<file path="config.mk">
export PLATFORM = sky130hd
export DESIGN_NAME = dmt_fifo
export DESIGN_NICKNAME = d
export VERILOG_FILES = /design/src/assert_macros.svh /design/src/dmt_pkg.sv /design/src/dmt_fifo.sv
export SDC_FILE = /design/constraint.sdc
export NUM_CORES = 1
export LEC_CHECK = 0
export ABC_AREA = 1
export ABC_CLOCK_PERIOD_IN_PS = 1400
export BUFFER_PORTS_ARGS = -buffer_cell sky130_fd_sc_hd__buf_2
export CAP_MARGIN = 40
export CORE_UTILIZATION = 44
export CTS_CLUSTER_SIZE = 30
export DETAILED_ROUTE_END_ITERATION = 16
export GPL_TIMING_DRIVEN = 0
export PLACE_DENSITY = 0.69
export SLEW_MARGIN = 20
export SYNTH_ARGS = -nofsm -noshare
export SYNTH_HDL_FRONTEND = slang
export SYNTH_SLANG_ARGS = --single-unit
</file>
<file path="constraint.sdc">
create_clock -name clk_i -period 1.4 [get_ports clk_i]
set_clock_uncertainty 0.05 [all_clocks]
set_input_delay 0.14 -clock clk_i [delete_from_list [all_inputs] [get_ports clk_i]]
set_output_delay 0.14 -clock clk_i [all_outputs]
set_load 0.02 [all_outputs]
</file>
<file path="src/assert_macros.svh">
// ----------------------------------------------------------------------------
// Assertion macros
// Shared concurrent assertion forms, compiled out for synthesis.
// ----------------------------------------------------------------------------
`ifndef ASSERT_MACROS_SVH
`define ASSERT_MACROS_SVH

`ifndef SYNTHESIS
`define ASSERT_IMP(name, clk, rst_n, pre, post) \
  name: assert property (@(posedge clk) disable iff (!rst_n) (pre) |-> (post)) \
    else $error("assertion failed");
`define ASSERT_NXT(name, clk, rst_n, pre, post) \
  name: assert property (@(posedge clk) disable iff (!rst_n) (pre) |=> (post)) \
    else $error("assertion failed");
`else
`define ASSERT_IMP(name, clk, rst_n, pre, post)
`define ASSERT_NXT(name, clk, rst_n, pre, post)
`endif

`endif

</file>
<file path="src/dmt_pkg.sv">
// ----------------------------------------------------------------------------
// Tagged entry table package
// Beat types, table word layout, codes and constants shared by the block.
// ----------------------------------------------------------------------------
package dmt_pkg;

  localparam int unsigned TABLE_ENTRIES_DEF = 65536;
  localparam int unsigned QUEUE_DEPTH_DEF   = 2;

  localparam int unsigned KEY_W      = 64;
  localparam int unsigned TAG_LSB    = 27;
  localparam int unsigned TAG_W      = 37;
  localparam int unsigned MOD_STEP   = 8;
  localparam int unsigned MOD_CYCLES = KEY_W / MOD_STEP;

  localparam logic [2:0] MOVE_NONE   = 3'd7;
  localparam logic [2:0] MOVE_MIRROR = 3'd6;

  typedef enum logic [1:0] {
    ACT_READ   = 2'd0,
    ACT_WRITE  = 2'd1,
    ACT_MIRROR = 2'd2,
    ACT_NONE   = 2'd3
  } action_e;

  typedef enum logic [1:0] {
    WK_NONE    = 2'd0,
    WK_EMPTY   = 2'd1,
    WK_SAME    = 2'd2,
    WK_COLLIDE = 2'd3
  } wkind_e;

  typedef enum logic {
    FS_IDLE,
    FS_HASH
  } front_state_e;

  typedef enum logic [1:0] {
    BS_CLEAR,
    BS_IDLE,
    BS_EVAL
  } back_state_e;

  typedef struct packed {
    logic [1:0]        action;
    logic [KEY_W-1:0]  key;
    logic [KEY_W-1:0]  alt_key;
    logic signed [15:0] score;
    logic [5:0]        depth;
    logic [1:0]        flag;
    logic [2:0]        best_move;
  } in_beat_t;

  typedef struct packed {
    logic              hit;
    logic              from_mirror;
    logic signed [15:0] found_score;
    logic [5:0]        found_depth;
    logic [1:0]        found_flag;
    logic [2:0]        found_move;
    logic [1:0]        write_kind;
  } out_beat_t;

  typedef struct packed {
    logic [TAG_W-1:0]  tag;
    logic signed [15:0] score;
    logic [5:0]        depth;
    logic [1:0]        flag;
    logic [2:0]        mv;
  } entry_t;

  typedef struct packed {
    action_e           op;
    logic [TAG_W-1:0]  alt_tag;
    entry_t            entry;
  } cmd_t;

endpackage

</file>
<file path="src/dmt_fifo.sv">
// ----------------------------------------------------------------------------
// Command queue
// Small first-in first-out buffer between the front and back ends.
// ----------------------------------------------------------------------------
module dmt_fifo #(
  parameter int unsigned WIDTH = 8,
  parameter int unsigned DEPTH = dmt_pkg::QUEUE_DEPTH_DEF,
  localparam int unsigned PTR_W = (DEPTH > 1) ? $clog2(DEPTH) : 1,
  localparam int unsigned CNT_W = $clog2(DEPTH + 1)
) (
  input  logic             clk_i,
  input  logic             rst_ni,
  input  logic             push_valid_i,
  output logic             push_ready_o,
  input  logic [WIDTH-1:0] push_data_i,
  output logic             pop_valid_o,
  input  logic             pop_ready_i,
  output logic [WIDTH-1:0] pop_data_o
);
  import dmt_pkg::*;

  logic [WIDTH-1:0] mem_q [DEPTH];
  logic [PTR_W-1:0] wr_q, wr_d, rd_q, rd_d;
  logic [CNT_W-1:0] cnt_q, cnt_d;
  logic             push, pop;

  assign push_ready_o = (cnt_q != CNT_W'(DEPTH));
  assign pop_valid_o  = (cnt_q != '0);
  assign push         = push_valid_i && push_ready_o;
  assign pop          = pop_valid_o && pop_ready_i;
  assign pop_data_o   = mem_q[rd_q];

  always_comb begin
    wr_d  = wr_q;
    rd_d  = rd_q;
    cnt_d = cnt_q;
    if (push) begin
      wr_d = (wr_q == PTR_W'(DEPTH - 1)) ? '0 : wr_q + 1'b1;
    end
    if (pop) begin
      rd_d = (rd_q == PTR_W'(DEPTH - 1)) ? '0 : rd_q + 1'b1;
    end
    if (push && !pop) begin
      cnt_d = cnt_q + 1'b1;
    end else if (pop && !push) begin
      cnt_d = cnt_q - 1'b1;
    end
  end

  always_ff @(posedge clk_i or negedge rst_ni) begin
    if (!rst_ni) begin
      wr_q  <= '0;
      rd_q  <= '0;
      cnt_q <= '0;
    end else begin
      wr_q  <= wr_d;
      rd_q  <= rd_d;
      cnt_q <= cnt_d;
    end
  end

  always_ff @(posedge clk_i) begin
    if (push) begin
      mem_q[wr_q] <= push_data_i;
    end
  end

endmodule

</file>
==> results of run 1 <==
-- worst min-delay path by stage --
stage                     start  endpoint  slack, ns  cells past startpoint
floorplan                rst_ni  cnt_q[0]      -0.21                      0
global placement         rst_ni  cnt_q[1]       -0.1                      1
detailed placement       rst_ni  cnt_q[1]      -0.10                      1
CTS                 pop_ready_i      rd_q       0.05                      3
global route        pop_ready_i      rd_q       0.04                      3
finish              pop_ready_i      rd_q       0.05                      3
-- final cells by class --
class                   count  area, um^2  area share [%]
plain buffers               1        11.3           0.963
clock buffers               4        36.3            3.10
inverters                   7        33.8            2.89
multi-input cells          42         226            19.4
flip-flops and latches     20         581            49.6
well taps                  25        31.3            2.67
repair buffers             32         250            21.4
-- logic make-up after synthesis --
group	Yosys count	share of synthesized area [%]
and+or+nand+nor	39	20.7
buffers and inverters	8	4.54
DFF	20	70.2
adders and majority gates	1	1.51
xor gates and xnor gates	2	3.03
-- synth_stat cells --
cell type,n,area share (%)
dfrtp_1,4,12
nand2_2,2,1.5
xor2_2,1,2.0
inv_1,4,1.8
ha_1,1,1.5
xnor2_1,1,1.1
edfxtp_1,16,58
nor2_1,2,0.91
inv_2,3,1.4
buf_6,1,1.4
nand3_1,2,1.2
nand4_1,1,0.76
nand2_1,30,14
nand2_4,2,2.7
-- state kept, by name, summed over array words and instances (netlist names) --
name,cells
mem_q,16
cnt_q,2
rd_q,1
wr_q,1
-- tightest hold or removal path, stage by stage --
cell     delay (ns)
buf_2          0.11
nand3_1        0.07
nand2_1        0.05
-- routing by layer --
layer,vias to the layer above,GRT usage [%]
li1,295,-
met5,-,0
met4,0,10.9
met3,2,3.60
met1,282,15.8
met2,12,29.6
-- where the power goes --
part / switching [mW] / internal [mW]
Combinational: 0.699 / 0.510
Clock: 0.172 / 0.158
Sequential: 0.0715 / 0.829
Total: 0.943 / 1.50
-- through the flow --
| step | TNS [ns] | total power, mW | setup slack (ns) | instance area (um^2) | utilization (%) |
|---|---|---|---|---|---|
| 3_3_place_gp | -2.48 | 1.83 | -0.156 | 963 | 55.2 |
| 6_report | 0 | 2.44 | 0.0416 | 1170 | 67.0 |
| 3_5_place_dp | -2.58 | 1.86 | -0.171 | 963 | 55.2 |
| 4_1_cts | 0 | 2.28 | 0.000163 | 1120 | 64.2 |
| 5_1_grt | -0.413 | 2.58 | -0.0288 | 1170 | 67.0 |
| 2_1_floorplan | -0.0308 | 1.59 | -0.00195 | 827 | - |
-- what timing repair did --
action	in CTS	in global routing
hold endpoints to repair	20	0
resized for setup	5	15
endpoints found under the setup margin	25	25
gates cloned	0	1
hold buffers	9	0
setup buffers	1	0
==> results.md, run 1 <==
- Die width: 45.4 um
- Initial Util: between 40 and 50%
- Final hold violation count: 0
- Critical-path cell list: nand2_4, nand2_4, nor2_2
- Largest net degree at the start of global routing: 12
- R2R Setup Slk: 0.04 ns
- ANT cells: 0
- Routed wl met2: roughly 790 um
- Worst hold slack: between 0.05 and 0.06 ns
- Layout cells sized above 1: 36.8%
- Routed length per instance: around 11 um
- CP most frequent cell: nand2_4
- Setup crit end: mem_q[0][2]
- Row Count: 15
- Worst flop-to-flop path startpoint: cnt_q[1]
- Buf/Inv on CP: 0
- Post-Syn Area per Cell: roughly 12 um^2
- Clk pin slew, worst setup/hold paths: 0.11 ns
- CTS Buf Count: 3
- Die height: 45.4 um
- Met3 Routed Length: around 32 um
- Post-DP HPWL: 913 um
- Total of max-cap violations: 0
- CP Launch Type: flip-flop
- Relative slew slack: 70.6%
- Period utilization: 97.0%
- CTS tree: yes
- Buffers on Ports: 21
- Core ar.: 1750 um^2
- Hold crit path type: in2reg
- Net Count, Synth: 83
- Worst Tran Pin Value: 0.441 ns
- Vias in the first global route: ~530
- Final net count: 120
- Cells after Synth: 70
- Peak fanout along the critical path: 8
- Synth warn: 0
- Critical Path Slowest Stage Cell: dfrtp_1
- Crit. path cell count: 3
- Critical Path Max Stage Delay: 0.45 ns
- Residual DRC: 0
- Post-synthesis sequential area ratio: 70.2%
- Crit-path leading delay family: simple AND/OR/NAND/NOR gates
- Root Driver: clkbuf_4
- Post-Syn Area: 827 um^2
- Initial DRT Pass Iterations: 3
- Leakage: 0.531 nW
- Crit path required time: 1.31 ns
- Metal-1 WL: 589 um
- Max Root-Sink Buffers: 2
- Critical Path Source: cnt_q[1]
- Top Metal Used: met4
- Final-report setup violation count: 0
- Capture point of the worst reg-to-reg path: mem_q[0][2]
- Worst setup EP type: flip-flop
- Synth unique cells: 14
- Gr ovfl total: 0
- CP arrival: 1.27 ns
- P&R area growth vs syn: 41.5%
- Pwr dens: about 2100 nW/um^2
- Total GRT Usage: 16.1%
- Most frequent cells in the layout: 30 x nand2_1, 16 x edfxtp_1, 14 x buf_2
- Non-Filler Instances: 131
- WL final: 1.44 mm
- Routed Antenna Nets: 0
- Vias per inst: 4.51
- Peak Freq: 736 MHz
- Maximum VDD drop: 1.32 mV
- Placed cells: between 100 and 150
- Setup repair after global routing missed its margin: yes
- Status: finished, final reports clean
- CTS Sinks: 20
- Initial antenna violation count: 0
- Via count: 591
- Later-pin clock latency in the skew report: 0.30 ns
- Minimum clock period: 1.36 ns
- Slew Viols, Final: 0
- FF-to-FF path depth: 3
- Most common cell after layout, fill and taps aside: nand2_1
- Die area: 2060 um^2
- First-pass GRT wire length: ~2.1 mm
- IO Pins: 22
- Gp weighted congestion: 0.813
- Crit path kind: reg2reg
- Fillers: roughly 130
- # H-tree levels: 1
- Initial DRC Count: 10
- Synth Register Bits: 20
Power figures use the tool's default switching activity.
==> run 2, diff against run 1 <==
--- a/constraint.sdc
+++ b/constraint.sdc
@@ -3,3 +3,3 @@
 set_input_delay 0.14 -clock clk_i [delete_from_list [all_inputs] [get_ports clk_i]]
 set_output_delay 0.14 -clock clk_i [all_outputs]
-set_load 0.02 [all_outputs]
+set_load 0.1 [all_outputs]
==> results.md, run 2 (same netlist as run 1, synthesis figures left out) <==
- CTS tree: yes
- Largest regs: mem_q (16), cnt_q (2)
- Critical-path cell list: buf_6, inv_6, nand2_2, nand2_2, buf_12
- Die width: 45.4 um (unchanged)
- P&R area growth vs syn: 74.9%
- Max FFs per register: 16 (unchanged)
- Multi-input gate area: 360 um^2 (+59%)
- Die height: 45.4 um (unchanged)
- Residual DRC: 0 (unchanged)
- Top reg by flops: mem_q
- CTS Sinks: 20 (unchanged)
- WL final: 2.03 mm (+41%)
- Total GRT Usage: 18.6% (+2.5 points)
- R2R Setup Slk: 0.03 ns (about the same)
- IO Pins: 22 (unchanged)
- Vias in the first global route: 638 (+20%)
- Relative slew slack: 81.7% (+11 points)
- Final hold violation count: 0 (unchanged)
- Capture point of the worst reg-to-reg path: mem_q[0][0]
- Clk pin slew, worst setup/hold paths: 0.10 ns (about the same)
- Buffers on Ports: 21 (unchanged)
- Via count: 646 (+9.3%)
- Total of max-cap violations: 0 (unchanged)
- Violated checks: setup timing
- Post-DP HPWL: 949 um (+3.9%)
- Initial antenna violation count: 0 (unchanged)
- Critical Path Slowest Stage Cell: dfrtp_1
- Hold_sp: pop_ready_i
- Final net count: 125 (+4.2%)
- Vias per inst: 4.75 (+5.3%)
- CTS Buf Count: 3 (unchanged)
- Core ar.: 1750 um^2 (unchanged)
- First-pass GRT wire length: 2.57 mm (+20%)
- Period utilization: 101% (+4.0 points)
- Final-report setup violation count: 2 (+2)
- Setup repair after global routing missed its margin: yes
- Max Root-Sink Buffers: 2 (unchanged)
- Routed length per instance: 14.9 um (+36%)
- Most frequent cells in the layout: 16 x edfxtp_1, 15 x nand2_1, 12 x buf_2
- Critical Path Max Stage Delay: 0.40 ns (-0.05 ns)
- Core Util, Final: 82.9% (+16 points)
- Row Count: 15 (unchanged)
- Gr ovfl total: 0 (unchanged)
- Slew Viols, Final: 0 (unchanged)
- Place WS: -0.0416 ns (+0.129 ns)
- Minimum clock period: 1.41 ns (+0.0557 ns)
- Worst Tran Pin Value: 0.274 ns (-0.167 ns)
- Gp weighted congestion: 0.804 (-1.0%)
- Worst flop-to-flop path startpoint: cnt_q[1]
- Peak fanout along the critical path: 6 (-2)
- Fillers: 93 (-31%)
- Initial DRT Pass Iterations: 4 (+1)
- Most common cell after layout, fill and taps aside: edfxtp_1
- CP Launch Type: flip-flop
- CP most frequent cell: nand2_2
- Root Driver: clkbuf_4
- FF-to-FF path depth: 4 (+1)
- Initial DRC Count: 13 (+3)
- Peak Freq: 707 MHz (-3.9%)
- Final worst slack: -0.0141 ns (-0.0557 ns)
- Worst setup EP type: primary output
- Crit path kind: reg2out
- Status: finished with violations
- Later-pin clock latency in the skew report: 0.28 ns (-0.02 ns)
- Hold crit path type: in2reg
- Crit path required time: 1.21 ns (-0.10 ns)
- Hold EP: rd_q
- Worst hold path cell count: 3 (unchanged)
- # H-tree levels: 1 (unchanged)
- Die area: 2060 um^2 (unchanged)
- CP arrival: 1.22 ns (-0.05 ns)
- Initial Util: 47.4% (unchanged)
- Largest net degree at the start of global routing: 12 (unchanged)
- ANT cells: 0 (unchanged)
- Register area: 582 um^2 (+0.22%)
- Routed Antenna Nets: 0 (unchanged)
- Layout cells sized above 1: 55.9% (+19 points)
## run 2: cell count changes in the layout (fill, tap and decap cells not counted), sizes merged
| cell | delta |
|---|---|
| buf | +4 |
| clkinv | +1 |
## run 2: worst max path at each step
stage,from,endpoint,slack [ns],depth (start not counted)
global route,rd_q,pop_data_o[0],-0.06,5
detailed placement,cnt_q[0],mem_q[0][4],-0.04,4
CTS,rd_q,pop_data_o[5],-0.01,5
floorplan,cnt_q[0],cnt_q[1],-0.07,9
global placement,cnt_q[0],mem_q[0][0],-0.009,4
finish,rd_q,pop_data_o[0],-0.01,5
## run 2: critical path, delay by kind of cell, from the launching register on
kind | cells | cell delay (ns)
AND/OR/NAND/NOR | 2 | 0.14
flip-flops | 1 | 0.40
buffers and inverters | 3 | 0.40
## run 2: area by class of cell
| cell class | count | share of cell area (%) |
|---|---|---|
| Clock buffer | 4 | 1.82 |
| Multi-Input combinational cell | 42 | 24.9 |
| Timing Repair inverter | 1 | 0.606 |
| Sequential cell | 20 | 40.2 |
| Inverter | 7 | 3.03 |
| Tap cell | 25 | 2.16 |
| Timing Repair Buffer | 36 | 26.5 |
| Buffer | 1 | 0.779 |
## run 2: routing by layer
metal / wire [um] / global-route usage [%]
met5: 0 / 0
met4: 23 / 7.88
met3: 62 / 4.40
met2: 1210 / 36.5
met1: 729 / 18.1
## run 2: timing repair
item | CTS | global route
buffers inserted | 1 | 4
hold endpoints to repair | 20 | 0
endpoints found under the setup margin | 27 | 11
gates cloned | 0 | 2
resized for setup | 41 | 24
hold buffers | 9 | 0
pin swaps | 0 | 10
## run 2: through the flow
stage	hold slack, ns	cell area, um^2	setup TNS, ns	instances
2_1_floorplan	-0.206	890	-0.157	70
3_3_place_gp	-0.0974	1030	-0.138	116
3_5_place_dp	-0.0947	1030	-0.523	116
4_1_cts	0.0707	1300	-0.0670	130
5_1_grt	0.133	1450	-0.567	136
6_report	0.114	1450	-0.0175	136
Power of run 2 is left out: the tool's default activity adds up to more than one toggle a clock period on the data nets, which glitch-free logic cannot reach.
==> run 3, diff against run 2 <==
ABC_CLOCK_PERIOD_IN_PS = 1200   (was 1400)
CELL_PAD_IN_SITES_DETAIL_PLACEMENT = 2   (was not set)
CELL_PAD_IN_SITES_GLOBAL_PLACEMENT = 2   (was not set)
CORE_ASPECT_RATIO = 1.75   (was not set)
CORE_UTILIZATION = 28   (was 44)
clock period = 1.2 ns   (was 1.4 ns; I/O delays follow)
==> results.md, run 3 (same netlist as run 1, synthesis figures left out) <==
- Initial DRT Pass Iterations: 4 (unchanged)
- Capture point of the worst reg-to-reg path: cnt_q[1]
- Post-DP HPWL: 1.47 mm (+55%)
- Initial Util: 30.0% (-17 points)
- Crit path kind: reg2out
- Total GRT Usage: 15.8% (-2.8 points)
- First-pass GRT wire length: 3.53 mm (+38%)
- Status: finished with violations
- CTS Buf Count: 3 (unchanged)
- Critical-path cell list: buf_8, clkinv_8, nand2_4, nand2_4, buf_12
- CP arrival: 1.21 ns (about the same)
- Most common cell after layout, fill and taps aside: nand2_4
- Worst flop-to-flop path startpoint: cnt_q[0]
- Buffers on Ports: 21 (unchanged)
- Later-pin clock latency in the skew report: 0.27 ns (about the same)
- Worst hold path cell count: 1 (-2)
- Peak fanout along the critical path: 6 (unchanged)
- Max FFs per register: 16 (unchanged)
- Die height: 73.9 um (+63%)
- Core ar.: 2750 um^2 (+58%)
- Via count: 633 (-2.0%)
- Hold_sp: push_data_i[6]
- IO Pins: 22 (unchanged)
- Final hold violation count: 0 (unchanged)
- Vias in the first global route: 710 (+11%)
- Routed length per instance: 17.4 um (+17%)
- Critical Path Max Stage Delay: 0.39 ns (about the same)
- Gr ovfl total: 0 (unchanged)
- Crit path required time: 1.03 ns (-0.18 ns)
- Die width: 43.1 um (-5.0%)
- Clk pin slew, worst setup/hold paths: 0.07 ns (-0.03 ns)
- Gp weighted congestion: 0.574 (-29%)
- Critical Path Slowest Stage Cell: dfrtp_1
- Period utilization: 115%
- Worst setup EP type: primary output
- Setup TNS: -2.97 ns (-2.95 ns)
- Residual DRC: 0 (unchanged)
- Relative slew slack: 81.9% (+0.19 points)
- CP Launch Type: flip-flop
- Slew Viols, Final: 0 (unchanged)
- Violated checks: setup timing
- Largest net degree at the start of global routing: 12 (unchanged)
- Row Count: 25 (+10)
- Worst Tran Pin Value: 0.272 ns (-0.00278 ns)
- P&R area growth vs syn: 82.3%
- Initial antenna violation count: 0 (unchanged)
- Hold EP: mem_q[1][6]
- R2R Setup Slk: -0.13 ns (-0.16 ns)
- Root Driver: clkbuf_8
- Hold crit path type: in2reg
- CTS tree: yes
- Final-report setup violation count: 28 (+26)
- Setup repair after global routing missed its margin: yes
- Layout cells sized above 1: 62.6% (+6.8 points)
- Peak Freq: 725 MHz
- Die area: 3180 um^2 (+55%)
- WL final: 2.34 mm (+15%)
- Final worst slack: -0.179 ns (-0.165 ns)
- Max Root-Sink Buffers: 2 (unchanged)
- Top reg by flops: mem_q
- Total of max-cap violations: 0 (unchanged)
- CP most frequent cell: nand2_4
- Routed Antenna Nets: 0 (unchanged)
- CTS Sinks: 20 (unchanged)
- ANT cells: 0 (unchanged)
- FF-to-FF path depth: 9 (+5)
- Minimum clock period: 1.38 ns
- Most frequent cells in the layout: 17 x nand2_4, 16 x edfxtp_1, 11 x nand2_1, 11 x buf_2, 11 x buf_12
- # H-tree levels: 1 (unchanged)
- Vias per inst: 4.72 (-0.55%)
- Final net count: 121 (-3.2%)
- Initial DRC Count: 2 (-11)
- Largest regs: mem_q (16), cnt_q (2)
==> run 3: changes by cell type in the layout (fill, tap and decap cells not counted), moves of 2 or more <==
cell / previous run / this run
nand2_4: 10 / 17
dlygate4sd3_1: 9 / 4
nand2_1: 15 / 11
clkbuf_4: 3 / 0
clkbuf_8: 0 / 3
nand2_2: 6 / 3
buf_12: 9 / 11
buf_6: 3 / 1
==> run 3: stage by stage <==
step	cell area (um^2)	cells	setup WS (ns)	hold slack (ns)	utilization, %
after floorplan	942	70	-0.232	-0.226	-
after global placement	1080	118	-0.242	-0.114	39.3
after detailed placement	1080	118	-0.298	-0.112	39.3
after CTS	1400	131	-0.144	0.00704	50.8
after global routing	1510	134	-0.229	0.00146	54.8
final	1510	134	-0.179	0.00934	54.8
==> run 3: what timing repair did <==
action,4_1_cts,5_1_grt
gates resized for setup,54,17
hold endpoints to repair,10,0
setup endpoints to repair,28,28
pin swaps,2,6
buffers inserted,3,3
hold buffers,4,0
cloned,2,0
==> run 3: how the worst max path moves through the flow <==
stage	from	endpoint	slack (ns)	cells past startpoint
final	rd_q	pop_data_o[1]	-0.18	5
after floorplan	cnt_q[0]	cnt_q[1]	-0.23	9
after global placement	cnt_q[0]	mem_q[0][7]	-0.24	4
after global routing	rd_q	pop_data_o[1]	-0.23	5
after CTS	rd_q	pop_data_o[2]	-0.14	5
after detailed placement	cnt_q[0]	mem_q[0][7]	-0.30	4
==> run 3: worst max-delay path, delay by kind of cell (launching register included) <==
kind,cells,cell delay [ns]
flip-flops,1,0.39
buffers and inverters,3,0.43
AND/OR/NAND/NOR,2,0.12
==> run 3: cell type report <==
| type | count | area, um^2 |
|---|---|---|
| buffer | 1 | 15.0 |
| clock buffer | 4 | 45.0 |
| fill | 263 | 1240 |
| inverter | 7 | 46.3 |
| multi-input combinational | 42 | 405 |
| sequential | 20 | 582 |
| tap | 27 | 33.8 |
| timing repair buffer | 32 | 364 |
| timing repair inverter | 1 | 16.3 |
==> run 3: layer usage <==
layer	up-vias	GRT usage [%]	part of all wire, %
met5	-	0	0
met4	0	7.07	1.5
met3	3	0.983	3.0
met2	20	30.7	62
met1	311	16.6	34
li1	299	-	-
Power of run 3 is left out for the same reason.
