`src/assert_macros.svh`:
```
// ----------------------------------------------------------------------------
// Assertion macros
// Shared concurrent assertion forms, compiled out for synthesis.
// ----------------------------------------------------------------------------
`ifndef ASSERT_MACROS_SVH
`define ASSERT_MACROS_SVH

`ifndef SYNTHESIS
`define ASSERT_IMP(name, clk, rst_n, pre, post) \
  name: assert property (@(posedge clk) disable iff (!rst_n) (pre) |-> (post)) \
    else $error("assertion failed");
`define ASSERT_NXT(name, clk, rst_n, pre, post) \
  name: assert property (@(posedge clk) disable iff (!rst_n) (pre) |=> (post)) \
    else $error("assertion failed");
`else
`define ASSERT_IMP(name, clk, rst_n, pre, post)
`define ASSERT_NXT(name, clk, rst_n, pre, post)
`endif

`endif

```
`src/dmt_pkg.sv`:
```
// ----------------------------------------------------------------------------
// Tagged entry table package
// Beat types, table word layout, codes and constants shared by the block.
// ----------------------------------------------------------------------------
package dmt_pkg;

  localparam int unsigned TABLE_ENTRIES_DEF = 65536;
  localparam int unsigned QUEUE_DEPTH_DEF   = 2;

  localparam int unsigned KEY_W      = 64;
  localparam int unsigned TAG_LSB    = 27;
  localparam int unsigned TAG_W      = 37;
  localparam int unsigned MOD_STEP   = 8;
  localparam int unsigned MOD_CYCLES = KEY_W / MOD_STEP;

  localparam logic [2:0] MOVE_NONE   = 3'd7;
  localparam logic [2:0] MOVE_MIRROR = 3'd6;

  typedef enum logic [1:0] {
    ACT_READ   = 2'd0,
    ACT_WRITE  = 2'd1,
    ACT_MIRROR = 2'd2,
    ACT_NONE   = 2'd3
  } action_e;

  typedef enum logic [1:0] {
    WK_NONE    = 2'd0,
    WK_EMPTY   = 2'd1,
    WK_SAME    = 2'd2,
    WK_COLLIDE = 2'd3
  } wkind_e;

  typedef enum logic {
    FS_IDLE,
    FS_HASH
  } front_state_e;

  typedef enum logic [1:0] {
    BS_CLEAR,
    BS_IDLE,
    BS_EVAL
  } back_state_e;

  typedef struct packed {
    logic [1:0]        action;
    logic [KEY_W-1:0]  key;
    logic [KEY_W-1:0]  alt_key;
    logic signed [15:0] score;
    logic [5:0]        depth;
    logic [1:0]        flag;
    logic [2:0]        best_move;
  } in_beat_t;

  typedef struct packed {
    logic              hit;
    logic              from_mirror;
    logic signed [15:0] found_score;
    logic [5:0]        found_depth;
    logic [1:0]        found_flag;
    logic [2:0]        found_move;
    logic [1:0]        write_kind;
  } out_beat_t;

  typedef struct packed {
    logic [TAG_W-1:0]  tag;
    logic signed [15:0] score;
    logic [5:0]        depth;
    logic [1:0]        flag;
    logic [2:0]        mv;
  } entry_t;

  typedef struct packed {
    action_e           op;
    logic [TAG_W-1:0]  alt_tag;
    entry_t            entry;
  } cmd_t;

endpackage

```
`src/dmt_mod_unit.sv`:
```
// ----------------------------------------------------------------------------
// Slot index unit
// Reduces a 64-bit key modulo the table size, eight bits per cycle, or by
// masking when the size is a power of two.
// ----------------------------------------------------------------------------
module dmt_mod_unit #(
  parameter int unsigned ENTRIES = dmt_pkg::TABLE_ENTRIES_DEF,
  localparam int unsigned IDX_W  = $clog2(ENTRIES)
) (
  input  logic                     clk_i,
  input  logic                     rst_ni,
  input  logic                     start_i,
  input  logic [dmt_pkg::KEY_W-1:0] key_i,
  output logic                     busy_o,
  output logic [IDX_W-1:0]         idx_o
);
  import dmt_pkg::*;

  localparam bit POW2 = ((ENTRIES & (ENTRIES - 1)) == 0);
  localparam logic [IDX_W:0] MODV = (IDX_W + 1)'(ENTRIES);
  localparam int unsigned CNT_W = $clog2(MOD_CYCLES);

  logic             busy_q, busy_d;
  logic [CNT_W-1:0] cnt_q, cnt_d;
  logic [KEY_W-1:0] sh_q, sh_d;
  logic [IDX_W-1:0] rem_q, rem_d;
  logic [IDX_W-1:0] step_rem;

  always_comb begin
    logic [IDX_W:0]   t;
    logic [IDX_W-1:0] r;
    r = rem_q;
    for (int j = 0; j < MOD_STEP; j++) begin
      t = {r, sh_q[KEY_W-1-j]};
      if (t >= MODV) begin
        t = t - MODV;
      end
      r = t[IDX_W-1:0];
    end
    step_rem = r;
  end

  always_comb begin
    busy_d = busy_q;
    cnt_d  = cnt_q;
    sh_d   = sh_q;
    rem_d  = rem_q;
    if (start_i) begin
      if (POW2) begin
        rem_d  = key_i[IDX_W-1:0];
        busy_d = 1'b0;
      end else begin
        rem_d  = '0;
        sh_d   = key_i;
        cnt_d  = '0;
        busy_d = 1'b1;
      end
    end else if (busy_q) begin
      rem_d = step_rem;
      sh_d  = sh_q << MOD_STEP;
      cnt_d = cnt_q + 1'b1;
      if (cnt_q == CNT_W'(MOD_CYCLES - 1)) begin
        busy_d = 1'b0;
      end
    end
  end

  always_ff @(posedge clk_i or negedge rst_ni) begin
    if (!rst_ni) begin
      busy_q <= 1'b0;
      cnt_q  <= '0;
    end else begin
      busy_q <= busy_d;
      cnt_q  <= cnt_d;
    end
  end

  always_ff @(posedge clk_i) begin
    sh_q  <= sh_d;
    rem_q <= rem_d;
  end

  assign busy_o = busy_q;
  assign idx_o  = rem_q;

endmodule

```
`src/dmt_front.sv`:
```
// ----------------------------------------------------------------------------
// Tagged entry table front end
// Accepts input beats, decodes the action and computes both slot indices
// before handing a command to the queue.
// ----------------------------------------------------------------------------
module dmt_front #(
  parameter int unsigned ENTRIES = dmt_pkg::TABLE_ENTRIES_DEF,
  localparam int unsigned IDX_W  = $clog2(ENTRIES),
  localparam int unsigned QW     = 2 * IDX_W + $bits(dmt_pkg::cmd_t)
) (
  input  logic              clk_i,
  input  logic              rst_ni,
  input  logic              en_i,
  input  logic              in_valid_i,
  output logic              in_ready_o,
  input  dmt_pkg::in_beat_t in_data_i,
  output logic              push_valid_o,
  input  logic              push_ready_i,
  output logic [QW-1:0]     push_data_o
);
  import dmt_pkg::*;

  front_state_e     state_q, state_d;
  cmd_t             cmd_q;
  logic             in_fire;
  logic             busy_a, busy_b;
  logic [IDX_W-1:0] idx_a, idx_b;

  dmt_mod_unit #(.ENTRIES(ENTRIES)) u_mod_key (
    .clk_i   (clk_i),
    .rst_ni  (rst_ni),
    .start_i (in_fire),
    .key_i   (in_data_i.key),
    .busy_o  (busy_a),
    .idx_o   (idx_a)
  );

  dmt_mod_unit #(.ENTRIES(ENTRIES)) u_mod_alt (
    .clk_i   (clk_i),
    .rst_ni  (rst_ni),
    .start_i (in_fire),
    .key_i   (in_data_i.alt_key),
    .busy_o  (busy_b),
    .idx_o   (idx_b)
  );

  always_comb begin
    state_d      = state_q;
    in_ready_o   = 1'b0;
    push_valid_o = 1'b0;
    case (state_q)
      FS_IDLE: begin
        in_ready_o = en_i;
        if (in_valid_i && en_i) begin
          state_d = FS_HASH;
        end
      end
      FS_HASH: begin
        push_valid_o = !busy_a && !busy_b;
        if (push_valid_o && push_ready_i) begin
          state_d = FS_IDLE;
        end
      end
      default: begin
        state_d = FS_IDLE;
      end
    endcase
  end

  assign in_fire     = in_valid_i && in_ready_o;
  assign push_data_o = {idx_a, idx_b, cmd_q};

  always_ff @(posedge clk_i or negedge rst_ni) begin
    if (!rst_ni) begin
      state_q <= FS_IDLE;
    end else begin
      state_q <= state_d;
    end
  end

  always_ff @(posedge clk_i) begin
    if (in_fire) begin
      cmd_q.op          <= action_e'(in_data_i.action);
      cmd_q.alt_tag     <= in_data_i.alt_key[TAG_LSB +: TAG_W];
      cmd_q.entry.tag   <= in_data_i.key[TAG_LSB +: TAG_W];
      cmd_q.entry.score <= in_data_i.score;
      cmd_q.entry.depth <= in_data_i.depth;
      cmd_q.entry.flag  <= in_data_i.flag;
      cmd_q.entry.mv    <= in_data_i.best_move;
    end
  end

endmodule

```
`config.mk`:
```
export PLATFORM = sky130hd
export DESIGN_NAME = dmt_front
export DESIGN_NICKNAME = d
export VERILOG_FILES = /design/src/assert_macros.svh /design/src/dmt_pkg.sv /design/src/dmt_mod_unit.sv /design/src/dmt_front.sv
export SDC_FILE = /design/constraint.sdc
export NUM_CORES = 1
export LEC_CHECK = 0
export BUFFER_PORTS_ARGS = -buffer_cell sky130_fd_sc_hd__buf_2
export CORE_ASPECT_RATIO = 1.4
export CORE_MARGIN = 8
export CORE_UTILIZATION = 45
export CTS_CLUSTER_DIAMETER = 60
export DETAILED_ROUTE_END_ITERATION = 6
export PLACE_DENSITY = 0.83
export SLEW_MARGIN = 15
export SYNTH_ARGS = -nofsm -noshare
export SYNTH_HDL_FRONTEND = slang
export SYNTH_SLANG_ARGS = --single-unit
export TNS_END_PERCENT = 1
```
`constraint.sdc`:
```
create_clock -name clk_i -period 3.5 [get_ports clk_i]
set_input_delay 0.175 -clock clk_i [delete_from_list [all_inputs] [get_ports clk_i]]
set_output_delay 0.175 -clock clk_i [all_outputs]
set_load 0.01 [all_outputs]
```
==> results.md, run 1 <==
- The flow ran to the end, and the final reports show no timing, DRC or antenna violations.
- The largest total area in the synthesized netlist belongs to sky130_fd_sc_hd__edfxtp_1.
- The die is 105 um wide.
- In this run the register-to-register setup slack is 1.22 ns.
- The total placed cells including tap cells is 633.
- 299 I/O pins were placed.
- The initial core utilization is 45.8%.
- The chip height is 140 um.
- The CTS tree is done.
- The fraction of final layout cells with drive strength greater than 1 is 52.0%.
- Sorting the synthesized cells by area gives the leading types as sky130_fd_sc_hd__edfxtp_1 82%, sky130_fd_sc_hd__dfrtp_1 4.5%, sky130_fd_sc_hd__mux2_4 3.9%, sky130_fd_sc_hd__and2_1 2.1%, sky130_fd_sc_hd__nand4b_1 1.1%.
- The number of antenna violations at the first check in global routing was 0.
- The global-route wire length before repair is 24.1 mm.
- Once the clock tree was built, the resizer swapped 0 gates to a different size.
- The number of global-route vias before repair is 4220.
- Prior to clock tree synthesis, the placed netlist has a worst setup slack of 1.26 ns.
- The final net count is 782.
- The hold violation count in the final report is 0.
- The sink count of the clock tree is 144.
- The final critical-path share of the clock period is 65.0%.
- After legalization and detailed placement, the total HPWL measured 10.4 mm.
- Based on the critical path, the design can be clocked at up to 440 MHz.
- The max-slew violation count is 0.
- For this block, the via count after detailed routing is 3684.
- The floorplan has 45 rows.
- The post-route core utilization is 75.2%.
- The transition time of the tightest slew-check pin is 0.536 ns.
- Setup repair after global routing left no endpoint under its margin.
- The largest net degree at the start of global routing is 76.
- A synthesized cell averages 22.3 um^2.
- The number of remaining DRC errors is 0.
- Compared with the post-synthesis result, the final layout area differs by 64.1%.
- The worst-case clock skew is 0.00737 ns.
- The first detailed-routing pass took 4 iterations.
- Setup violations remaining at the end of the flow were counted as 0.
- The area of the mapped netlist is 4960 um^2.
- For the worst-skew pair, the clock arrives at the later sink with an insertion delay of 0.40 ns.
- The area enclosed by the die boundary is 14700 um^2.
- Synthesis inferred 144 register bits.
- The average wire length per cell after detail routing is 21.4 um.
- After detailed routing, the number of vias per cell comes to 4.78.
- The primary flip-flop cell chosen by synthesis mapping is sky130_fd_sc_hd__edfxtp_1.
- The classification of the worst-slack hold path is input pin to flop.
- The floorplan step defined a core boundary enclosing 10800 um^2.
- Setup total negative slack on the finished layout was measured at 0 ns.
- Per report_power, the sequential group accounts for 46.9% of the total.
- The clock tree synthesis step divided the H-tree into 4 levels.
- The clock-pin slew reported for the worst setup and hold paths after clock tree synthesis is 0.06 ns.
- During placement, the flow inserted port buffers numbering 276.
- The share of the synthesized area in the top cell type is 81.8%.
- The tree is rooted in a sky130_fd_sc_hd__clkbuf_16.
- The TritonCTS buffer count is 17.
- The combined global-route utilization of all metal layers is 21.9%.
- The total wire length after detailed routing is 16.5 mm.
- The commonest cells after synthesis are 135 x sky130_fd_sc_hd__edfxtp_1, 17 x sky130_fd_sc_hd__and2_1, 13 x sky130_fd_sc_hd__mux2_4.
- The repair_antennas step left the layout with diodes totalling 0.
- After technology mapping, the gate count stands at 222.
- The power consumption is 4.38 mW.
- In the post-route analysis, the smallest setup slack over all paths is 1.22 ns.
- By startpoint and endpoint, the worst setup path is classified as flop to flop.
- The synthesized netlist contains 21 unique library cells.
- The post-detailed-route count of antenna-violating nets is 0.
- The element type at the critical path start is a flop.
- The proportion of total power due to net switching is 22.5%.
- STA classifies the critical path endpoint as a flop.
- During synthesis, Yosys emitted a total of 0 warnings.
- The share of the yosys chip area belonging to registers is 86.3%.
- The internal portion of the total power is 3.39 mW.
- The number of DRC markers after the initial detailed-route iteration is 164.
- The required time at the worst-slack endpoint is 3.66 ns.
- The leading cell type by number of instances after synthesis is sky130_fd_sc_hd__edfxtp_1.
- Across the VDD grid, the largest voltage drop is 0.388 mV.
- After synthesis, the share of flip-flops with an asynchronous set or reset is 6.25%.
- In this run, the clock network consumes 42.3% of the power.
- In this run, synthesis inferred 135 flip-flops with an integrated enable.
- For this design the ratio of total power to cell area is 538 nW/um^2.
- The overall overflow remaining after global route is 0.
- The largest fanout on the critical path is 36.
- The critical path data arrival time is 2.43 ns.
- The max-cap violation count is 0.
- The final weighted congestion in routability-driven placement is 0.787.
- The worst relative slew slack is 64.3%.
- The number of nets handed over by synthesis was 388.
- Summed over all nets, the switching power comes to 986 uW.
- The final non-filler cell total is 770.
- Of the total power, combinational logic draws 10.8%.
- The worst path needs 2.28 ns of the cycle, external delays included.
- The clock passes through at most 2 buffers.
- The leakage power is 3.42 nW.
state kept, by name, summed over array words and instances, names as in the netlist:
register / flops
push_data_o: 103
state_q: 1
u_mod_alt.busy_o: 1
u_mod_alt.cnt_q: 3
u_mod_alt.idx_o: 16
u_mod_key.busy_o: 1
u_mod_key.cnt_q: 3
u_mod_key.idx_o: 16
worst paths after layout:
kind	endpoint	depth (start not counted)	from
max	u_mod_alt.idx_o[8]$_DFFE_PP_	3	state_q$_DFF_PN0_
min	u_mod_key.idx_o[4]$_SDFFCE_PN0P_	2	in_data_i[95]
max reg2reg	u_mod_alt.idx_o[8]$_DFFE_PP_	3	state_q$_DFF_PN0_
min reg2reg	u_mod_key.cnt_q[2]$_DFFE_PN0P_	2	u_mod_key.cnt_q[2]$_DFFE_PN0P_
max in group asynchronous	u_mod_alt.cnt_q[2]$_DFFE_PN0P_	2	rst_ni
min in group asynchronous	u_mod_key.cnt_q[0]$_DFFE_PN0P_	2	rst_ni
cell usage in the layout (no fill, tap or decap), drive strengths merged:
master	count
buf	278
edfxtp	135
dlygate4sd3	105
clkbuf	18
and2	17
mux2	16
dfrtp	9
nand2b	8
nand4b	6
o211ai	6
inv	5
nand2	4
ha	4
bufinv	3
clkinvlp	3
clkinv	3
or2	2
nor3b	2
and3b	1
nor2	1
a21oi	1
a31oi	1
nor2b	1
power groups by stage:
stage	registers, mW	logic, mW	clock network [mW]
final	2.05	0.474	1.85
after global routing	2.06	0.503	1.94
after CTS	2.04	0.465	1.87
after detailed placement	2.08	0.369	0
after global placement	2.07	0.357	0
after floorplan	2.13	0.124	0
metrics by stage:
step	hold slack, ns	cell area (um^2)
global route	0.0284	8130
CTS	0.0286	8130
finish	0.0426	8130
floorplan	-0.121	4960
detailed placement	0.0369	6470
global placement	0.0306	6470
routing by layer:
| layer | vias to the layer above | part of all wire, % | global-route usage (%) |
|---|---|---|---|
| met4 | 0 | 2.2 | 7.99 |
| met5 | - | 0 | 0 |
| li1 | 1649 | - | - |
| met3 | 27 | 8.1 | 8.59 |
| met2 | 205 | 56 | 41.2 |
| met1 | 1803 | 34 | 20.8 |
worst max-delay path: stages (launching register included):
cell and delay, ns:
sky130_fd_sc_hd__dfrtp_1 0.47, sky130_fd_sc_hd__and3b_4 0.69, sky130_fd_sc_hd__buf_4 0.50, sky130_fd_sc_hd__mux2_4 0.34
repair_timing:
item,in CTS,in global routing
hold buffers,105,0
buffers inserted,0,0
hold endpoints to repair,113,0
cell families (layout without fill, tap and decap cells):
family,after synthesis,after routing,share of synthesized area [%]
AOI/OAI and AO/OA,8,8,1.14
muxes,16,16,4.62
adders and majority gates,4,4,1.01
buffers and inverters,8,415,1.44
DFF,144,144,86.3
and+or+nand+nor,42,42,5.45
layout make-up:
cell class / count / area (um^2)
fillers: 671 / 2680
clock buffers: 18 / 429
multi-input cells: 70 / 609
well taps: 141 / 176
repair buffers: 383 / 2460
flip-flops and latches: 144 / 4280
clock inverters: 14 / 180
Note: power is estimated with default switching activity, not from simulation.
==> run 2, diff against run 1 <==
--- a/config.mk
+++ b/config.mk
@@ -8,10 +8,10 @@
 export BUFFER_PORTS_ARGS = -buffer_cell sky130_fd_sc_hd__buf_2
 export CORE_ASPECT_RATIO = 1.4
 export CORE_MARGIN = 8
-export CORE_UTILIZATION = 45
+export CORE_UTILIZATION = 43
 export CTS_CLUSTER_DIAMETER = 60
 export DETAILED_ROUTE_END_ITERATION = 6
-export PLACE_DENSITY = 0.83
+export PLACE_DENSITY = 0.8
 export SLEW_MARGIN = 15
 export SYNTH_ARGS = -nofsm -noshare
 export SYNTH_HDL_FRONTEND = slang
==> constraint.sdc (replaced) <==
create_clock -name clk_i -period 2.1 [get_ports clk_i]
set_input_delay 0.105 -clock clk_i [delete_from_list [all_inputs] [get_ports clk_i]]
set_output_delay 0.105 -clock clk_i [all_outputs]
set_load 0.01 [all_outputs]
==> results.md, run 2 (same netlist as run 1, synthesis figures left out) <==
- Result of the run: completed (unchanged).
- The element type at the critical path start is a flop (unchanged).
- The max-cap violation count is 0 (unchanged).
- The final instance area was 8430 um^2 (was 8130 um^2).
- The worst relative slew slack is 72.7% (was 64.3%).
- The fraction of final layout cells with drive strength greater than 1 is 49.8% (was 52.0%).
- The delay of the slowest cell on the worst path came to 0.48 ns (was 0.69 ns).
- The met3 layer usage reported by global route is 7.76% (was 8.59%).
- The endpoint of the lowest-slack register-to-register path was u_mod_alt.idx_o[10]$_DFFE_PP_ (was u_mod_alt.idx_o[8]$_DFFE_PP_).
- The count of vias placed by the detailed router is 3772 (was 3684).
- The number of buffers inserted by port buffering came to 276 (unchanged).
- The clock tree root driver cell is sky130_fd_sc_hd__clkbuf_16 (unchanged).
- The TritonCTS buffer count is 17 (unchanged).
- The maximum vdd ir drop was 0.617 mV (was 0.388 mV).
- The classification of the worst-slack hold path is input pin to flop (unchanged).
- The met1 capacity usage during global routing is 20.0% (was 20.8%).
- The max-slew violation count is 0 (unchanged).
- The setup slack on the worst flop-to-flop path is 0.30 ns (was 1.22 ns).
- The final weighted congestion in routability-driven placement came to 0.769 (was 0.787).
- The critical path data arrival time is 1.96 ns (was 2.43 ns).
- The flip-flop count of the largest register, all copies and words added is 103 (unchanged).
- The chip height is 143 um (was 140 um).
- The number of I/O pins is 299 (unchanged).
- The worst-case clock skew was 0.00653 ns (was 0.00737 ns).
- The final number of setup-violating endpoints is 0 (unchanged).
- The number of antenna violations at the first check in global routing was 0 (unchanged).
- The number of gates resized after cts was 0 (unchanged).
- The final non-filler cell total is 805 (was 770).
- The areal power density over the cells is 850 nW/um^2 (was 538 nW/um^2).
- The sink count of the clock tree came to 144 (unchanged).
- The hold violation count in the final report is 0 (unchanged).
- The final critical-path share of the clock period was 85.7% (was 65.0%).
- The post-detailed-route count of antenna-violating nets is 0 (unchanged).
- The clock latency on the worst-skew pair was 0.41 ns (was 0.40 ns).
- Chain of cells forming the critical path: and3b_4, buf_12, mux2_4 (was and3b_4, buf_4, mux2_4).
- The core box area is 11300 um^2 (was 10800 um^2).
- The largest net degree at the start of global routing is 59 (was 76).
- The achievable clock frequency is 555 MHz (was 440 MHz).
- The transition time of the tightest slew-check pin is 0.409 ns (was 0.536 ns).
- The post-CTS setup buffer count came to 0 (unchanged).
- The average wire length per cell after detail routing is 20.4 um (was 21.4 um).
- The leakage power is 3.54 nW (was 3.42 nW).
- The maximum count of clock buffers along a single path is 2 (unchanged).
- The worst-case reg-to-reg path depth was 3 (unchanged).
- The category of the critical setup timing path is flop to flop (unchanged).
- The detailed-routing iteration count for the pre-antenna-repair pass is 6 (was 4).
- The sum of negative setup slack is 0 ns (unchanged).
- The number of remaining DRC errors is 0 (unchanged).
- The final net count is 813 (was 782).
- The nature of the critical path endpoint is a flop (unchanged).
- The post-route core utilization was 74.8% (was 75.2%).
- The overall overflow remaining after global route is 0 (unchanged).
- The standard cell with the maximum stage delay on the critical path is sky130_fd_sc_hd__and3b_4 (unchanged).
- The post-route minimum period is 1.80 ns (was 2.28 ns).
- The category of cells accounting for the largest share of critical-path delay is simple AND/OR/NAND/NOR gates (unchanged).
- The post-layout worst setup margin was 0.300 ns (was 1.22 ns).
- The worst hold margin is 0.0170 ns (was 0.0426 ns).
- The sum of buffers and inverters on the critical path is 1 (unchanged).
- The HPWL reported at the end of detailed placement is 10.6 mm (was 10.4 mm).
- The fraction of met2 tracks used by global routing was 39.8% (was 41.2%).
- The number of global-route vias before repair is 4250 (was 4220).
- The number of buffers inserted by hold repair at cts is 134 (was 105).
- The signed area change from the synthesized netlist to the final layout was 70.2% (was 64.1%).
- Most frequent cells in the layout: 276 x sky130_fd_sc_hd__buf_2, 135 x sky130_fd_sc_hd__edfxtp_1, 134 x sky130_fd_sc_hd__dlygate4sd3_1, 17 x sky130_fd_sc_hd__and2_1, 17 x sky130_fd_sc_hd__clkbuf_16 (was 276 x sky130_fd_sc_hd__buf_2, 135 x sky130_fd_sc_hd__edfxtp_1, 105 x sky130_fd_sc_hd__dlygate4sd3_1, 17 x sky130_fd_sc_hd__and2_1, 17 x sky130_fd_sc_hd__clkbuf_16).
- The number of rows created at floorplan was 46 (was 45).
- The start point of the worst hold path was in_data_i[104] (was in_data_i[95]).
- The power consumption is 7.17 mW (was 4.38 mW).
- The most common cell after layout, fill and taps aside was sky130_fd_sc_hd__buf_2 (unchanged).
- Setup repair after global routing missed its margin: false (unchanged).
- The beginning of the worst register-to-register path is state_q$_DFF_PN0_ (unchanged).
- The clock-pin slew reported for the worst setup and hold paths after clock tree synthesis was 0.06 ns (about the same).
- The number of cells on the critical path was 3 (unchanged).
- The post-place instance area is 6520 um^2 (was 6470 um^2).
- The worst-case setup slack after placement is 0.338 ns (was 1.26 ns).
- The area enclosed by the die boundary is 15300 um^2 (was 14700 um^2).
- The required time at the worst-slack endpoint is 2.26 ns (was 3.66 ns).
- The worst setup path endpoint is u_mod_alt.idx_o[10]$_DFFE_PP_ (was u_mod_alt.idx_o[8]$_DFFE_PP_).
- The mean number of vias per cell came to 4.69 (was 4.78).
- The number of DRC markers after the initial detailed-route iteration is 140 (was 164).
- The initial core utilization is 43.9% (was 45.8%).
- The most crowded layer after global routing is met2 (unchanged).
- The global-route wire length before repair is 24.1 mm (about the same).
- The CTS tree is done (unchanged).
- The die extent in x is 107 um (was 105 um).
- The H-tree depth is 4 (unchanged).
- The total wire length after detailed routing is 16.4 mm (was 16.5 mm).
- The combined global-route utilization of all metal layers came to 21.3% (was 21.9%).
- The largest fanout on the critical path is 36 (unchanged).
- The startpoint of the worst setup timing path is state_q$_DFF_PN0_ (unchanged).
- The total placed cells including tap cells is 638 (was 633).
[run 2: changes by cell type in the layout (fill, tap and decap cells not counted), moves of 2 or more]
cell	before	now
sky130_fd_sc_hd__inv_6	4	1
sky130_fd_sc_hd__dlygate4sd3_1	105	134
sky130_fd_sc_hd__clkinv_2	0	3
sky130_fd_sc_hd__buf_12	1	3
[run 2: cell type report]
cell class	instances	area, um^2
clock buffer	19	433
fill	679	2850
timing repair buffer	414	2790
clock inverter	13	140
sequential	144	4280
antenna	1	2.50
multi-input combinational	70	609
tap	144	180
[run 2: report_power, final]
| group | switching, mW | internal (mW) |
|---|---|---|
| clock | 1.16 | 1.75 |
| combinational | 0.396 | 0.452 |
| sequential | 0.0589 | 3.35 |
| total | 1.61 | 5.56 |
[run 2: how the worst min path moves through the flow]
stage / endpoint / slack (ns) / cells after the start
after floorplan: state_q$_DFF_PN0_ / -0.19 / 0
after global placement: u_mod_alt.cnt_q[0]$_DFFE_PN0P_ / -0.04 / 1
after detailed placement: state_q$_DFF_PN0_ / -0.03 / 1
after CTS: u_mod_key.idx_o[10]$_DFFE_PP_ / 0.006 / 2
after global routing: u_mod_key.idx_o[10]$_DFFE_PP_ / 0.003 / 2
final: u_mod_key.idx_o[13]$_DFFE_PP_ / 0.02 / 2
[run 2: routing by layer]
metal  wire length, um  share of wire, %
met1              5430                33
met2              9140                56
met3              1360               8.3
met4               469               2.9
met5                 0                 0
